<file path="config.mk">
export PLATFORM = sky130hd
export DESIGN_NAME = crbm_report
export DESIGN_NICKNAME = d
export VERILOG_FILES = /design/src/hdl/crbm_pkg.sv /design/src/hdl/crbm_report.sv
export SDC_FILE = /design/constraint.sdc
export NUM_CORES = 1
export LEC_CHECK = 0
export BUFFER_PORTS_ARGS = -buffer_cell sky130_fd_sc_hd__buf_2
export CORE_AREA = 2 2 149 296
export DETAILED_ROUTE_END_ITERATION = 7
export DIE_AREA = 0 0 151 298
export GPL_ROUTABILITY_DRIVEN = 0
export PLACE_DENSITY = 0.52
export REMOVE_ABC_BUFFERS = 1
export SYNTH_ARGS = -nofsm -noshare
export SYNTH_HDL_FRONTEND = slang
export SYNTH_SLANG_ARGS = --single-unit
</file>
<file path="constraint.sdc">
create_clock -name clk -period 4.9 [get_ports clk]
set_clock_uncertainty 0.15 [all_clocks]
set_input_delay 0.49 -clock clk [delete_from_list [all_inputs] [get_ports clk]]
set_output_delay 0.49 -clock clk [all_outputs]
set_load 0.005 [all_outputs]
</file>
<file path="src/hdl/crbm_pkg.sv">
// Shared constants, payload types and record types for the region relabel block.
`timescale 1ns / 1ps

package crbm_pkg;

    localparam int MAX_PIXELS  = 524288;
    localparam int MAX_WIDTH   = 1024;
    localparam int ROW_LIMIT   = 1024;

    localparam int ROOT_W      = 19;
    localparam int LABEL_W     = 19;
    localparam int COUNT_W     = 20;
    localparam int POS_W       = 10;
    localparam int CFG_W       = 11;
    localparam int CFG_AW      = 1;

    localparam int PIX_AW      = $clog2(MAX_PIXELS);
    localparam int COL_AW      = $clog2(MAX_WIDTH);

    localparam logic [CFG_AW-1:0] REG_FRAME_WIDTH  = CFG_AW'(0);
    localparam logic [CFG_AW-1:0] REG_FRAME_HEIGHT = CFG_AW'(1);

    localparam logic [CFG_W-1:0] WIDTH_RESET  = CFG_W'(640);
    localparam logic [CFG_W-1:0] HEIGHT_RESET = CFG_W'(480);

    localparam int QUEUE_DEPTH = 4;
    localparam int QUEUE_AW    = $clog2(QUEUE_DEPTH);
    localparam int QUEUE_CW    = $clog2(QUEUE_DEPTH + 1);

    localparam logic REPORT_LABEL    = 1'b0;
    localparam logic REPORT_BOUNDARY = 1'b1;

    localparam int SLOT_LABEL = 0;
    localparam int SLOT_DIAG  = 1;
    localparam int SLOT_UP    = 2;
    localparam int SLOT_LEFT  = 3;
    localparam int SLOT_SELF  = 4;
    localparam int SLOT_N     = 5;

    typedef struct packed {
        logic [ROOT_W-1:0] root_id;
        logic              frame_start;
    } in_item_t;

    typedef struct packed {
        logic               report_kind;
        logic [POS_W-1:0]   pos_x;
        logic [POS_W-1:0]   pos_y;
        logic [LABEL_W-1:0] report_value;
        logic [COUNT_W-1:0] region_total;
        logic               last;
    } out_item_t;

    typedef struct packed {
        logic [ROOT_W-1:0] root_id;
        logic [POS_W-1:0]  pos_x;
        logic [POS_W-1:0]  pos_y;
        logic              frame_start;
        logic              wrap;
        logic              has_diag;
        logic              has_up;
        logic              has_left;
        logic              has_self;
        logic [ROOT_W-1:0] left_root;
    } pix_t;

    typedef struct packed {
        logic [POS_W-1:0]   pos_x;
        logic [POS_W-1:0]   pos_y;
        logic [LABEL_W-1:0] label;
        logic [COUNT_W-1:0] total;
        logic               has_diag;
        logic               bnd_diag;
        logic               has_up;
        logic               bnd_up;
        logic               has_left;
        logic               bnd_left;
        logic               has_self;
    } rec_t;

endpackage

</file>
<file path="src/hdl/crbm_report.sv">
// Record queue and report serializer feeding the registered output channel.
`timescale 1ns / 1ps

module crbm_report (
    input  logic                          clk,
    input  logic                          rst_n,
    input  logic                          rec_valid,
    input  crbm_pkg::rec_t                rec,
    output logic                          out_valid,
    input  logic                          out_ready,
    output crbm_pkg::out_item_t           out_data,
    output logic [crbm_pkg::QUEUE_CW-1:0] q_count
);

    crbm_pkg::rec_t                  q_mem [crbm_pkg::QUEUE_DEPTH];
    logic [crbm_pkg::QUEUE_AW-1:0]   head_reg;
    logic [crbm_pkg::QUEUE_AW-1:0]   tail_reg;
    logic [crbm_pkg::QUEUE_CW-1:0]   count_reg;
    logic [crbm_pkg::QUEUE_CW-1:0]   count_next;
    logic                            started_reg;
    logic [crbm_pkg::SLOT_N-1:0]     mask_reg;
    logic                            out_valid_reg;
    logic                            out_valid_next;
    crbm_pkg::out_item_t             out_reg;
    crbm_pkg::out_item_t             out_next;

    crbm_pkg::rec_t                  head;
    logic [crbm_pkg::SLOT_N-1:0]     full_mask;
    logic [crbm_pkg::SLOT_N-1:0]     eff_mask;
    logic [crbm_pkg::SLOT_N-1:0]     sel;
    logic [crbm_pkg::SLOT_N-1:0]     remain;
    logic                            load;
    logic                            pop;

    always_comb
    begin
        head = q_mem[head_reg];
        full_mask = '0;
        full_mask[crbm_pkg::SLOT_LABEL] = 1'b1;
        full_mask[crbm_pkg::SLOT_DIAG]  = head.has_diag;
        full_mask[crbm_pkg::SLOT_UP]    = head.has_up;
        full_mask[crbm_pkg::SLOT_LEFT]  = head.has_left;
        full_mask[crbm_pkg::SLOT_SELF]  = head.has_self;
        eff_mask = started_reg ? mask_reg : full_mask;

        sel = '0;
        out_next.report_kind  = crbm_pkg::REPORT_BOUNDARY;
        out_next.pos_x        = head.pos_x;
        out_next.pos_y        = head.pos_y;
        out_next.report_value = '0;
        out_next.region_total = head.total;
        priority if (eff_mask[crbm_pkg::SLOT_LABEL])
        begin
            sel[crbm_pkg::SLOT_LABEL] = 1'b1;
            out_next.report_kind  = crbm_pkg::REPORT_LABEL;
            out_next.report_value = head.label;
        end
        else if (eff_mask[crbm_pkg::SLOT_DIAG])
        begin
            sel[crbm_pkg::SLOT_DIAG] = 1'b1;
            out_next.pos_x        = head.pos_x - crbm_pkg::POS_W'(1);
            out_next.pos_y        = head.pos_y - crbm_pkg::POS_W'(1);
            out_next.report_value = crbm_pkg::LABEL_W'(head.bnd_diag);
        end
        else if (eff_mask[crbm_pkg::SLOT_UP])
        begin
            sel[crbm_pkg::SLOT_UP] = 1'b1;
            out_next.pos_y        = head.pos_y - crbm_pkg::POS_W'(1);
            out_next.report_value = crbm_pkg::LABEL_W'(head.bnd_up);
        end
        else if (eff_mask[crbm_pkg::SLOT_LEFT])
        begin
            sel[crbm_pkg::SLOT_LEFT] = 1'b1;
            out_next.pos_x        = head.pos_x - crbm_pkg::POS_W'(1);
            out_next.report_value = crbm_pkg::LABEL_W'(head.bnd_left);
        end
        else
        begin
            sel[crbm_pkg::SLOT_SELF] = 1'b1;
        end

        remain = eff_mask & ~sel;
        out_next.last = remain == '0;

        load = (count_reg != '0) && (!out_valid_reg || out_ready);
        pop  = load && (remain == '0);

        count_next = count_reg + (rec_valid ? crbm_pkg::QUEUE_CW'(1) : '0)
                     - (pop ? crbm_pkg::QUEUE_CW'(1) : '0);

        if (load)
        begin
            out_valid_next = 1'b1;
        end
        else if (out_ready)
        begin
            out_valid_next = 1'b0;
        end
        else
        begin
            out_valid_next = out_valid_reg;
        end

        out_valid = out_valid_reg;
        out_data  = out_reg;
        q_count   = count_reg;
    end

    always_ff @(posedge clk or negedge rst_n)
    begin
        if (!rst_n)
        begin
            head_reg      <= '0;
            tail_reg      <= '0;
            count_reg     <= '0;
            started_reg   <= 1'b0;
            out_valid_reg <= 1'b0;
        end
        else
        begin
            count_reg     <= count_next;
            out_valid_reg <= out_valid_next;
            if (rec_valid)
            begin
                tail_reg <= tail_reg + crbm_pkg::QUEUE_AW'(1);
            end
            if (pop)
            begin
                head_reg    <= head_reg + crbm_pkg::QUEUE_AW'(1);
                started_reg <= 1'b0;
            end
            else if (load)
            begin
                started_reg <= 1'b1;
            end
        end
    end

    always_ff @(posedge clk)
    begin
        if (rec_valid)
        begin
            q_mem[tail_reg] <= rec;
        end
        if (load)
        begin
            out_reg  <= out_next;
            mask_reg <= remain;
        end
    end

endmodule

</file>
==> qor.yml <==
fin_crit_sh_pct: 70.9
post-route-util_pct: 36.6
drtPass1Iterations: 6
cts_hold_buf: 68
slew_headroom_pct: 32.8
ys_ff_latch: 338
synth-edff-count: 329
synth_top_area_share_pct: 78.2
grt_antenna_before_repair: 1
cts_tree: "yes"
hp-class: "primary input to register"
met2_usage_pct: 21.9
yosysWarningCount: 0
synth_cell_types: 40
cts_resized: 0
synth_seq_area_share_pct: 80.0
die_h_um: 298
dieArea_sq_um: 45000
synthArstFlopShare_pct: 2.66
largest_reg_flops: 264
synth_ff_type: "edfxtp_1"
reg2reg_depth: 9
die_x_um: 151
grtUsageTotal_pct: 11.5
layout_setup_ws_ns: 1.43
drv_slew: 0
clockBufferDepth: 3
grt_max_degree: 68
stdcell_area_sq_um: 15600
power_mw: 8.96
htreeDepth: 1
drt-initial-drc-count: 259
r2r_slack_ns: 1.43
wl_um: 25800
std_cell_rows: 107
setup_tns_ns: 0
critPathLaunchType: "register"
final-setup-viol-count: 0
initial_core_util_pct: 29.7
grt_pass1_vias: 6474
port-buffer-count: 134
cp.arrival_ns: 3.81
syn_area_per_cell_sq_um: 23.0
whs_ns: 0.0781
fmax_mhz: 288
ios: 135
worstMarginPinSlew_ns: 1.01
vias: 5854
cts_setup_buffers: 0
core-area_sq_um: 42600
rsz0062_at_grt: "false"
grt_pass1_wl_um: 38600
cp_max_fo: 38
synthCells: 550
fin_crit_ns: 3.47
whs_path_depth: 2
synth_area_sq_um: 12600
pwr_density_cell_nw_per_um2: 575
wl_per_cell_um: 19.2
dp_cells: 1220
p_leak_nw: 5.33
n_fill_cell: 3979
grt-busiest-layer: "met2"
peakVddDrop_mv: 0.304
grt_remaining_overflow: 0
yosysTopAreaCell: "edfxtp_1"
clockRootBuffer: "clkbuf_16"
syn_to_final_growth_pct: 23.4
cts_buffers: 29
outcome: "finished clean"
grtUsageMet3_pct: 1.65
fin_cells: 1342
placed_area_sq_um: 13900
avgViaCountPerCell: 4.36
dp_hpwl_um: 15300
use_met1_pct: 13.1
min-delay-start: "rec_valid"
crit_type: "register to register"
cp_data_required_time_ns: 5.24
drive_above_1_share_pct: 33.5
worstReg2RegStart: "head_reg[1]"
endpoint_kind: "register"
nNetsFinal: 852
drc: 0
hold_viol_final: 0
cts.sinks: 338
synthTopCellsByArea: "edfxtp_1 78%, mux4_2 11%, dfrtp_1 1.8%"
pre_cts_ws_ns: 1.40
drv_cap: 0
clk_pin_slew_worst_paths_ns: 0.07
r2r-end: "q_count[2]"
insertion_delay_ns: 0.56
ant_nets: 0
hold_end: "tail_reg[0]"
-- layer usage --
metal / vias up / part of all wire (%)
met5: - / 0
met3: 31 / 3.6
met4: 0 / 2.1
li1: 2685 / -
met2: 118 / 55
met1: 3020 / 39
-- where the power goes --
group / leakage (nW) / switching [mW] / internal, mW
clock: 0.457 / 1.04 / 1.26
combinational: 1.71 / 1.19 / 1.06
sequential: 3.17 / 0.330 / 4.08
total: 5.33 / 2.56 / 6.40
-- layout make-up --
type                            instances  area (sq um)  area share (%)
Clock inverter                         19           206            1.33
Multi-Input combinational cell        179          2350            15.1
Inverter                               14          52.6           0.337
Antenna cell                            1          2.50          0.0161
Tap cell                              545           682            4.38
Sequential cell                       338         10100            64.9
Timing Repair Buffer                  212          1430            9.16
Clock buffer                           34           744            4.78
-- cell usage in the layout (no fill, tap or decap), types with 4 or more instances in the layout --
master / netlist / final
nand2_1: 13 / 13
ha_1: 7 / 7
edfxtp_1: 329 / 329
nor2_1: 7 / 7
mux4_1: 5 / 5
and2_4: 0 / 4
clkbuf_16: 0 / 29
buf_2: 4 / 134
mux4_2: 60 / 60
xnor2_1: 14 / 14
and2_1: 23 / 19
clkinv_4: 0 / 7
dlygate4sd3_1: 0 / 68
xor2_1: 8 / 8
dfrtp_1: 9 / 7
clkbuf_1: 7 / 5
o21ai_0: 11 / 11
clkinv_2: 0 / 4
inv_1: 14 / 14
buf_4: 1 / 10
-- logic make-up after synthesis --
logic type      after synthesis  share of synthesized area [%]
mux                          66                           11.9
flops                       338                           80.0
buf+inv                      33                           1.54
fa+ha+maj                     8                          0.852
compound gates               18                          0.951
xor+xnor                     22                           1.53
simple gates                 65                           3.17
-- critical path: stages, from the launching register on --
cell	delay, ns
dfrtp_4	0.83
mux4_2	0.42
or4_4	0.54
a221oi_4	0.34
nand2_4	0.11
xnor2_1	0.13
ha_1	0.19
fa_1	0.38
xnor2_1	0.17
xnor2_1	0.13
-- Yosys cell counts, types with 2 or more instances --
cell / count
nand2b_1: 2
buf_2: 4
and2_1: 23
nand2_1: 13
buf_6: 6
clkbuf_1: 7
mux4_2: 60
dfrtp_1: 9
or2_1: 2
xor2_1: 8
edfxtp_1: 329
nor3_1: 2
a21oi_1: 2
inv_1: 14
nand3_1: 3
o21ai_0: 11
nor4_2: 2
or4_4: 2
mux4_1: 5
xnor2_1: 14
nor2_1: 7
ha_1: 7
-- worst max-delay path by stage --
stage,from,endpoint,slack (ns)
2_1_floorplan,head_reg[0],q_count[2],-0.67
3_3_place_gp,head_reg[1],q_count[2],1.43
3_5_place_dp,head_reg[1],q_count[2],1.40
4_1_cts,head_reg[1],q_count[2],1.38
5_1_grt,head_reg[1],q_count[2],1.23
6_report,head_reg[1],q_count[2],1.43
Power figures use the tool's default switching activity.
