===== config.mk =====
export PLATFORM = sky130hd
export DESIGN_NAME = crbm_scan
export DESIGN_NICKNAME = d
export VERILOG_FILES = /design/src/hdl/crbm_pkg.sv /design/src/hdl/crbm_scan.sv
export SDC_FILE = /design/constraint.sdc
export NUM_CORES = 1
export LEC_CHECK = 0
export ABC_AREA = 0
export BUFFER_PORTS_ARGS = -buffer_cell sky130_fd_sc_hd__buf_4
export CORE_MARGIN = 3
export CORE_UTILIZATION = 40
export CTS_CLUSTER_DIAMETER = 60
export DETAILED_ROUTE_END_ITERATION = 10
export GPL_ROUTABILITY_DRIVEN = 0
export PLACE_DENSITY = 0.65
export SLEW_MARGIN = 30
export SYNTH_ARGS = -nofsm -noshare
export SYNTH_HDL_FRONTEND = slang
export SYNTH_SLANG_ARGS = --single-unit

===== constraint.sdc =====
create_clock -name clk -period 4.68 [get_ports clk]
set_clock_uncertainty 0.1 [all_clocks]
set_input_delay 0.936 -clock clk [delete_from_list [all_inputs] [get_ports clk]]
set_output_delay 0.936 -clock clk [all_outputs]
set_load 0.05 [all_outputs]

===== src/hdl/crbm_pkg.sv =====
// Shared constants, payload types and record types for the region relabel block.
`timescale 1ns / 1ps

package crbm_pkg;

    localparam int MAX_PIXELS  = 524288;
    localparam int MAX_WIDTH   = 1024;
    localparam int ROW_LIMIT   = 1024;

    localparam int ROOT_W      = 19;
    localparam int LABEL_W     = 19;
    localparam int COUNT_W     = 20;
    localparam int POS_W       = 10;
    localparam int CFG_W       = 11;
    localparam int CFG_AW      = 1;

    localparam int PIX_AW      = $clog2(MAX_PIXELS);
    localparam int COL_AW      = $clog2(MAX_WIDTH);

    localparam logic [CFG_AW-1:0] REG_FRAME_WIDTH  = CFG_AW'(0);
    localparam logic [CFG_AW-1:0] REG_FRAME_HEIGHT = CFG_AW'(1);

    localparam logic [CFG_W-1:0] WIDTH_RESET  = CFG_W'(640);
    localparam logic [CFG_W-1:0] HEIGHT_RESET = CFG_W'(480);

    localparam int QUEUE_DEPTH = 4;
    localparam int QUEUE_AW    = $clog2(QUEUE_DEPTH);
    localparam int QUEUE_CW    = $clog2(QUEUE_DEPTH + 1);

    localparam logic REPORT_LABEL    = 1'b0;
    localparam logic REPORT_BOUNDARY = 1'b1;

    localparam int SLOT_LABEL = 0;
    localparam int SLOT_DIAG  = 1;
    localparam int SLOT_UP    = 2;
    localparam int SLOT_LEFT  = 3;
    localparam int SLOT_SELF  = 4;
    localparam int SLOT_N     = 5;

    typedef struct packed {
        logic [ROOT_W-1:0] root_id;
        logic              frame_start;
    } in_item_t;

    typedef struct packed {
        logic               report_kind;
        logic [POS_W-1:0]   pos_x;
        logic [POS_W-1:0]   pos_y;
        logic [LABEL_W-1:0] report_value;
        logic [COUNT_W-1:0] region_total;
        logic               last;
    } out_item_t;

    typedef struct packed {
        logic [ROOT_W-1:0] root_id;
        logic [POS_W-1:0]  pos_x;
        logic [POS_W-1:0]  pos_y;
        logic              frame_start;
        logic              wrap;
        logic              has_diag;
        logic              has_up;
        logic              has_left;
        logic              has_self;
        logic [ROOT_W-1:0] left_root;
    } pix_t;

    typedef struct packed {
        logic [POS_W-1:0]   pos_x;
        logic [POS_W-1:0]   pos_y;
        logic [LABEL_W-1:0] label;
        logic [COUNT_W-1:0] total;
        logic               has_diag;
        logic               bnd_diag;
        logic               has_up;
        logic               bnd_up;
        logic               has_left;
        logic               bnd_left;
        logic               has_self;
    } rec_t;

endpackage


===== src/hdl/crbm_scan.sv =====
// Frame geometry registers, raster position counters and left-neighbor tracking.
`timescale 1ns / 1ps

module crbm_scan (
    input  logic                       clk,
    input  logic                       rst_n,
    input  logic                       cfg_we,
    input  logic [crbm_pkg::CFG_AW-1:0] cfg_addr,
    input  logic [crbm_pkg::CFG_W-1:0] cfg_data,
    input  logic                       accept,
    input  crbm_pkg::in_item_t         item,
    output crbm_pkg::pix_t             pix
);

    logic [crbm_pkg::CFG_W-1:0]  width_reg;
    logic [crbm_pkg::CFG_W-1:0]  height_reg;
    logic [crbm_pkg::CFG_W-1:0]  w_eff;
    logic [crbm_pkg::CFG_W-1:0]  h_eff;
    logic [crbm_pkg::CFG_W-1:0]  last_col;
    logic [crbm_pkg::CFG_W-1:0]  last_row;
    logic [crbm_pkg::POS_W-1:0]  col_reg;
    logic [crbm_pkg::POS_W-1:0]  col_next;
    logic [crbm_pkg::POS_W-1:0]  row_reg;
    logic [crbm_pkg::POS_W-1:0]  row_next;
    logic [crbm_pkg::POS_W-1:0]  x;
    logic [crbm_pkg::POS_W-1:0]  y;
    logic [crbm_pkg::ROOT_W-1:0] left_reg;
    logic                        endrow;
    logic                        lastrow;

    always_comb
    begin
        if (width_reg == '0)
        begin
            w_eff = crbm_pkg::CFG_W'(1);
        end
        else if (width_reg > crbm_pkg::CFG_W'(crbm_pkg::MAX_WIDTH))
        begin
            w_eff = crbm_pkg::CFG_W'(crbm_pkg::MAX_WIDTH);
        end
        else
        begin
            w_eff = width_reg;
        end

        if (height_reg == '0)
        begin
            h_eff = crbm_pkg::CFG_W'(1);
        end
        else if (height_reg > crbm_pkg::CFG_W'(crbm_pkg::ROW_LIMIT))
        begin
            h_eff = crbm_pkg::CFG_W'(crbm_pkg::ROW_LIMIT);
        end
        else
        begin
            h_eff = height_reg;
        end

        last_col = w_eff - crbm_pkg::CFG_W'(1);
        last_row = h_eff - crbm_pkg::CFG_W'(1);

        x = item.frame_start ? '0 : col_reg;
        y = item.frame_start ? '0 : row_reg;
        endrow  = crbm_pkg::CFG_W'(x) >= last_col;
        lastrow = crbm_pkg::CFG_W'(y) >= last_row;

        col_next = endrow ? '0 : x + crbm_pkg::POS_W'(1);
        if (endrow)
        begin
            row_next = lastrow ? '0 : y + crbm_pkg::POS_W'(1);
        end
        else
        begin
            row_next = y;
        end

        pix.root_id     = item.root_id;
        pix.pos_x       = x;
        pix.pos_y       = y;
        pix.frame_start = item.frame_start;
        pix.wrap        = endrow && lastrow;
        pix.has_diag    = (y != '0) && (x != '0);
        pix.has_up      = (y != '0) && endrow;
        pix.has_left    = lastrow && (x != '0);
        pix.has_self    = lastrow && endrow;
        pix.left_root   = left_reg;
    end

    always_ff @(posedge clk or negedge rst_n)
    begin
        if (!rst_n)
        begin
            width_reg  <= crbm_pkg::WIDTH_RESET;
            height_reg <= crbm_pkg::HEIGHT_RESET;
        end
        else if (cfg_we)
        begin
            unique case (cfg_addr)
                crbm_pkg::REG_FRAME_WIDTH:  width_reg  <= cfg_data;
                crbm_pkg::REG_FRAME_HEIGHT: height_reg <= cfg_data;
                default:                    width_reg  <= width_reg;
            endcase
        end
    end

    always_ff @(posedge clk or negedge rst_n)
    begin
        if (!rst_n)
        begin
            col_reg  <= '0;
            row_reg  <= '0;
            left_reg <= '0;
        end
        else if (accept)
        begin
            col_reg  <= col_next;
            row_reg  <= row_next;
            left_reg <= item.root_id;
        end
    end

endmodule


==> summary.txt, run 1 <==
Clocking
  – Clock sink total: 61
  – Clk buf depth: 2
  – Cts hold-fix bufs: 0
  – Clock buffer count from CTS: 9
  – H-Tree Depth: 3
  – Clock-pin slew on the worst setup and hold paths: 0.07 ns
  – Worst-skew pair later-pin latency: 0.35 ns
  – Root Buffer Master: clkbuf_8
  – CTS tree: yes

Die
  – Die area: 11200 um^2
  – Site row count: 35
  – Width of the die: 106 um
  – DIE HEIGHT: 106 um
  – Core area: 9460 um^2
  – # IOs: 100
  – Starting Density: 41.9%

Finish
  – Net count, final: 563
  – Fin util: 54.8%
  – Footprint of the multi-input gates: 2320 um^2
  – Storage cell area: 1540 um^2
  – Diodes inserted: 0
  – Layout cells sized above 1: 42.5%
  – Final std cells w/o fill: 635
  – Most frequent cells in the layout: 115 x buf_4, 54 x dfrtp_1, 40 x mux2_2
  – Commonest non-fill, non-tap cell in the layout: buf_4
  – Layout area overhead: 30.6%
  – Fillers: 842
  – Max FFs per register: 19
  – Cell area after layout: 5180 um^2

Pwr
  – Peak VDD IR: 0.156 mV
  – Sequential power share: 38.1%
  – P_leak: 2.31 nW
  – Clock share of power: 32.0%
  – Internal: 1.13 mW
  – Sw Share: 33.7%
  – Power per cell area: 329 nW/um^2
  – Net load switching power: 576 uW
  – Power share of the combinational group: 30.0%

Logic synthesis
  – Post-synthesis mux area share: 12.4%
  – Largest family of logic cells by synthesized area: simple AND/OR/NAND/NOR gates
  – Compound-Gate Fraction of Synth Area: 14.2%
  – Post-synth EDFFs: 0
  – Post-Synth XOR/XNOR Area: 1.32%
  – Synth Register Bits: 61
  – YS warnings: 0
  – Predominant post-synthesis flop cell: dfrtp_1
  – Synthesized Nets: 470
  – Count of cell types in the netlist: 52
  – Syn Inst Count: 408
  – Adder-cell area share of the yosys netlist: 8.20%
  – Post-synthesis sequential area ratio: 38.7%
  – Mean Syn Cell Area: 9.72 um^2
  – Asr flop ratio synth: 100%
  – Simple-Gate Fraction of Synth Area: 18.6%
  – Mapped Area: 3970 um^2

Timing
  – Least-Margin Pin Slew: 0.949 ns
  – Final Hold Fails: 0
  – Unrepaired setup endpoints after global routing: true
  – Period utilization: 101%
  – Fmax: 212 MHz
  – Hold_ws: 0.408 ns
  – Slew Viols, Final: 0
  – Tmin final: 4.71 ns
  – Setup WS post-layout: -0.0347 ns
  – Max-Slew Margin vs Limit: 36.6%
  – Final setup violation count: 3

Worst setup path
  – CP Buf/Inv Count: 2
  – CP peak stage delay: 0.54 ns
  – CP endpoint kind: primary output
  – Worst EP required: 3.64 ns
  – Worst Path Max Fanout: 6
  – Worst path depth: 15
  – Crit path max-delay family: simple AND/OR/NAND/NOR gates
  – CP max stage cell: or4_4
  – Crit path cell chain: or4_4 > or3_4 > nor4_4 > o21ai_2 > ha_4 > buf_4 > o21a_1 > a21oi_2 > ha_4 > a211oi_2 > nand2_1 > o221ai_2 > a21o_4 > nor2_4 > buf_6
  – Setup Crit Path Kind: reg2out
  – Crit start category: register
  – Worst Path Arrival: 3.68 ns
  – CP most frequent cell: ha_4
  – Worst Reg2Reg Path Length in Cells: 17

Run status
  – Violated checks: negative setup slack
  – Status: complete, but fails checks

Detailed routing
  – Drc violations: 0
  – Wire length per cell: 16.1 um
  – Remaining antenna violation count: 0
  – Avg Vias per Cell: 5.39
  – DR vias: 3422
  – Iter 0 DRT Violations: 173
  – Router iterations before antenna repair: 5
  – Final WL: 10.2 mm

Placed design
  – Post-Place Cells: 611
  – DP Area: 4760 um^2
  – DP Wirelength: 7.30 mm
  – IO Port Bufs: 99

Worst hold path
  – Worst Hold Depth: 1
  – Min-Delay Path Class: reg2reg

Run
  – Max-cap violations: 0

Global route
  – Via count of the first global-routing pass: 3406
  – First-pass GRT wire length: 16.8 mm
  – Antenna violations before repair: 0
  – Gr ovfl total: 0
  – Largest net degree at the start of global routing: 62
  – GRT Overall Usage: 18.6%
## layer usage
layer	share of wire (%)	track usage [%]	vias to the layer above
met5	0	0	-
met4	0.90	4.72	0
met3	4.3	4.47	7
met2	49	30.5	93
met1	46	24.8	1677
li1	-	-	1645
## repair_timing
item,CTS,global route
setup endpoints to repair,4,4
resized for setup,23,8
setup buffers,8,0
pin swaps,9,2
## Yosys cell counts (2+ instances only)
master / instances / area share [%]
o311ai_0: 2 / 0.44
nor2_1: 27 / 2.6
a211oi_1: 4 / 0.76
o31ai_1: 5 / 0.95
and2_1: 3 / 0.47
or2_2: 4 / 0.63
o32ai_1: 2 / 0.44
a21oi_1: 15 / 1.9
o21ai_0: 14 / 1.8
o21a_1: 8 / 1.5
nand2b_1: 4 / 0.63
a22o_1: 2 / 0.44
dfstp_2: 6 / 4.0
a32oi_1: 2 / 0.44
mux2i_1: 4 / 1.0
nor3_1: 12 / 1.5
a21o_1: 5 / 0.95
ha_1: 26 / 8.2
nor4_1: 9 / 1.4
dfrtp_1: 55 / 35
o211ai_1: 2 / 0.38
buf_4: 22 / 4.2
xnor2_1: 6 / 1.3
nand2_1: 38 / 3.6
clkbuf_1: 11 / 1.0
nand3_1: 13 / 1.6
or4_1: 3 / 0.57
and3_1: 6 / 0.95
nor2b_1: 20 / 3.2
inv_1: 9 / 0.85
buf_1: 2 / 0.19
o2bb2ai_1: 8 / 1.8
mux2_2: 40 / 11
## path summary, 6_finish.rpt
kind	start	end	slack [ns]
min in group asynchronous	rst_n	left_reg[7]	0.56
hold reg to reg	left_reg[15]	left_reg[15]	0.41
setup reg to reg	width_reg[5]	row_reg[4]	0.72
setup / recovery	width_reg[5]	pix[23]	-0.03
max in group asynchronous	rst_n	height_reg[2]	3.34
hold / removal	left_reg[15]	left_reg[15]	0.41
## stage by stage
step	power (mW)	setup TNS (ns)	setup WS [ns]
2_1_floorplan	0.986	-0.0742	-0.0742
3_3_place_gp	1.12	0	0.0915
3_5_place_dp	1.13	0	0.0333
4_1_cts	1.71	-0.0122	-0.00624
5_1_grt	1.80	-0.469	-0.152
6_report	1.71	-0.102	-0.0347
## kinds of logic (layout without fill, tap and decap cells)
family | after synthesis | after routing
buffers and inverters | 46 | 144
AOI/OAI and AO/OA | 81 | 81
muxes | 44 | 44
and+or+nand+nor | 144 | 144
xor gates and xnor gates | 6 | 6
DFF | 61 | 61
adders and majority gates | 26 | 26
## worst register-to-register path: stages (launching register included)
cell      delay [ns]
dfrtp_1         0.38
or4_4           0.54
or3_4           0.36
nor4_4          0.16
o21ai_2         0.11
ha_4            0.20
buf_4           0.15
o21a_1          0.11
a21oi_2         0.16
ha_4            0.17
nand3_2         0.07
a221oi_2        0.19
o221ai_2        0.15
buf_4           0.16
a21oi_2         0.15
buf_4           0.17
nand3_1         0.22
o31ai_1         0.32
## layout make-up
cell class,count,share of cell area (%)
inverter,10,0.724
tap,129,3.11
sequential,61,29.6
multi-input combinational,301,44.9
clock inverter,3,1.30
timing repair buffer,118,17.3
clock buffer,13,3.07
## power by group through the flow
| stage | combinational (mW) | clock (mW) | sequential, mW |
|---|---|---|---|
| after CTS | 0.504 | 0.558 | 0.647 |
| after global placement | 0.466 | 0 | 0.652 |
| after floorplan | 0.287 | 0 | 0.699 |
| after global routing | 0.556 | 0.586 | 0.659 |
| final | 0.512 | 0.546 | 0.650 |
| after detailed placement | 0.475 | 0 | 0.654 |
Note: power is estimated with default switching activity, not from simulation.
==> run 2, diff against run 1 <==
- CORE_ASPECT_RATIO: not set -> 0.7
- SETUP_SLACK_MARGIN: not set -> 0.5
==> summary.txt, run 2 (same netlist as run 1, synthesis figures left out) <==
Run status
  – Status: complete, but fails checks (unchanged)
  – Violated checks: negative setup slack (unchanged)

Pwr
  – Peak VDD IR: 0.165 mV (was 0.156 mV)
  – Power per cell area: 338 nW/um^2 (was 329 nW/um^2)
  – P_leak: 2.38 nW (was 2.31 nW)

Worst setup path
  – CP endpoint kind: primary output (unchanged)
  – Worst Path Arrival: 3.72 ns (was 3.68 ns)
  – CP Buf/Inv Count: 1 (was 2)
  – Crit path max-delay family: simple AND/OR/NAND/NOR gates (unchanged)
  – CP max stage cell: or4_4 (unchanged)
  – Worst Path Max Fanout: 7 (was 6)
  – Crit start category: register (unchanged)
  – Crit path cell chain: or4_4 > or3_4 > nor4_4 > o21ai_2 > ha_4 > nand3_2 > o21ai_1 > a21o_1 > ha_4 > nand3_2 > a221oi_2 > o221ai_2 > a21o_4 > nor2_4 > buf_6 (was or4_4 > or3_4 > nor4_4 > o21ai_2 > ha_4 > buf_4 > o21a_1 > a21oi_2 > ha_4 > a211oi_2 > nand2_1 > o221ai_2 > a21o_4 > nor2_4 > buf_6)
  – Setup Crit Path Kind: reg2out (unchanged)
  – CP peak stage delay: 0.54 ns (about the same)
  – Worst EP required: 3.64 ns (about the same)

Finish
  – Storage cell area: 1530 um^2 (was 1540 um^2)
  – Footprint of the multi-input gates: 2370 um^2 (was 2320 um^2)
  – Diodes inserted: 0 (unchanged)
  – Commonest non-fill, non-tap cell in the layout: buf_4 (unchanged)
  – Net count, final: 573 (was 563)
  – Cell area after layout: 5350 um^2 (was 5180 um^2)
  – Max FFs per register: 19 (unchanged)
  – Most frequent cells in the layout: 123 x buf_4, 55 x dfrtp_1, 40 x mux2_2 (was 115 x buf_4, 54 x dfrtp_1, 40 x mux2_2)
  – Layout cells sized above 1: 44.4% (was 42.5%)
  – Fillers: 820 (was 842)
  – Layout area overhead: 34.9% (was 30.6%)
  – Final std cells w/o fill: 640 (was 635)

Clocking
  – Clk buf depth: 2 (unchanged)
  – Clock-pin slew on the worst setup and hold paths: 0.05 ns (was 0.07 ns)
  – Worst-skew pair later-pin latency: 0.33 ns (was 0.35 ns)
  – Root Buffer Master: clkbuf_16 (was clkbuf_8)
  – CTS tree: yes (unchanged)
  – H-Tree Depth: 3 (unchanged)
  – Clock buffer count from CTS: 9 (unchanged)
  – Clock sink total: 61 (unchanged)
  – Cts hold-fix bufs: 0 (unchanged)

Worst hold path
  – Min-Delay Path Class: reg2reg (unchanged)

Timing
  – Final Hold Fails: 0 (unchanged)
  – Setup WS post-layout: -0.0724 ns (was -0.0347 ns)
  – Final setup violation count: 3 (unchanged)
  – Max-Slew Margin vs Limit: 46.4% (was 36.6%)
  – Fmax: 210 MHz (was 212 MHz)
  – Slew Viols, Final: 0 (unchanged)
  – Least-Margin Pin Slew: 0.804 ns (was 0.949 ns)
  – Tmin final: 4.75 ns (was 4.71 ns)
  – Period utilization: 102% (was 101%)
  – Unrepaired setup endpoints after global routing: true (unchanged)
  – Hold_ws: 0.406 ns (was 0.408 ns)

Detailed routing
  – Final WL: 11.2 mm (was 10.2 mm)
  – Top routing layer used: met4 (unchanged)
  – Remaining antenna violation count: 0 (unchanged)
  – Router iterations before antenna repair: 5 (unchanged)
  – Drc violations: 0 (unchanged)
  – Avg Vias per Cell: 5.49 (was 5.39)
  – DR vias: 3512 (was 3422)
  – Wire length per cell: 17.5 um (was 16.1 um)
  – Met2 Wirelength: 5.41 mm (was 5.03 mm)
  – Iter 0 DRT Violations: 372 (was 173)
  – Routed met3 length: 527 um (was 436 um)
  – M1 WL: 5.20 mm (was 4.64 mm)

Die
  – Width of the die: 125 um (was 106 um)
  – DIE HEIGHT: 89.3 um (was 106 um)
  – Starting Density: 42.4% (was 41.9%)
  – Core area: 9360 um^2 (was 9460 um^2)
  – Site row count: 29 (was 35)
  – Die area: 11200 um^2 (about the same)
  – # IOs: 100 (unchanged)

Placed design
  – DP Area: 4790 um^2 (was 4760 um^2)
  – Post-Place Cells: 607 (was 611)
  – IO Port Bufs: 99 (unchanged)
  – DP Wirelength: 7.91 mm (was 7.30 mm)

Global route
  – First-pass GRT wire length: 17.9 mm (was 16.8 mm)
  – Via count of the first global-routing pass: 3418 (was 3406)
  – Largest net degree at the start of global routing: 62 (unchanged)
  – GRT Overall Usage: 20.3% (was 18.6%)
  – Antenna violations before repair: 0 (unchanged)
  – Gr ovfl total: 0 (unchanged)

Run
  – Max-cap violations: 0 (unchanged)
[run 2: cell types whose count changed in the layout (fill, tap and decap cells not counted), moves of 2 or more]
cell,before,now
clkbuf_8,11,1
clkbuf_16,0,9
buf_4,115,123
nor2b_1,18,14
nor2b_2,2,6
nor2_2,4,1
nor2_4,1,4
buf_8,0,2
bufinv_16,2,0
clkbuf_1,2,4
nor3_1,12,10
nor3_2,0,2
[run 2: report_power, final]
group | switching (mW) | internal, mW
Clock | 0.233 | 0.372
Sequential | 0.0621 | 0.588
Combinational | 0.320 | 0.235
Total | 0.616 | 1.20
[run 2: timing repair]
action	4_1_cts	5_1_grt
gates resized for setup	28	10
setup endpoints to repair	8	6
setup buffers	13	4
pin swaps	22	17
[run 2: per-stage QoR]
stage	setup TNS (ns)	setup slack, ns	power, mW	util, %
2_1_floorplan	-0.0539	-0.0539	0.989	-
5_1_grt	-0.669	-0.229	1.90	57.2
4_1_cts	-0.360	-0.123	1.80	56.5
3_5_place_dp	-0.119	-0.0505	1.14	51.1
3_3_place_gp	0	0.0652	1.12	51.1
6_report	-0.182	-0.0724	1.81	57.2
[run 2: final timing paths]
path	start	to	slack, ns	cells past startpoint
worst max-delay path	width_reg[4]	pix[23]	-0.07	15
worst min-delay path	left_reg[12]	left_reg[12]	0.41	1
worst max register to register	width_reg[4]	row_reg[4]	0.67	17
worst min register to register	left_reg[12]	left_reg[12]	0.41	1
max in group asynchronous	rst_n	left_reg[11]	3.35	1
min in group asynchronous	rst_n	height_reg[4]	0.60	1
[run 2: layout make-up]
| type | instances | area share, % |
|---|---|---|
| multi-input combinational | 301 | 44.3 |
| sequential | 61 | 28.7 |
| timing repair buffer | 128 | 18.4 |
| clock buffer | 14 | 4.75 |
| tap | 124 | 2.90 |
| inverter | 10 | 0.701 |
| clock inverter | 2 | 0.234 |
[run 2: routing by layer]
| layer | vias to the layer above | GRT usage (%) |
|---|---|---|
| li1 | 1664 | - |
| met1 | 1740 | 27.2 |
| met2 | 96 | 32.5 |
| met3 | 12 | 6.57 |
| met4 | 0 | 4.72 |
| met5 | - | 0 |
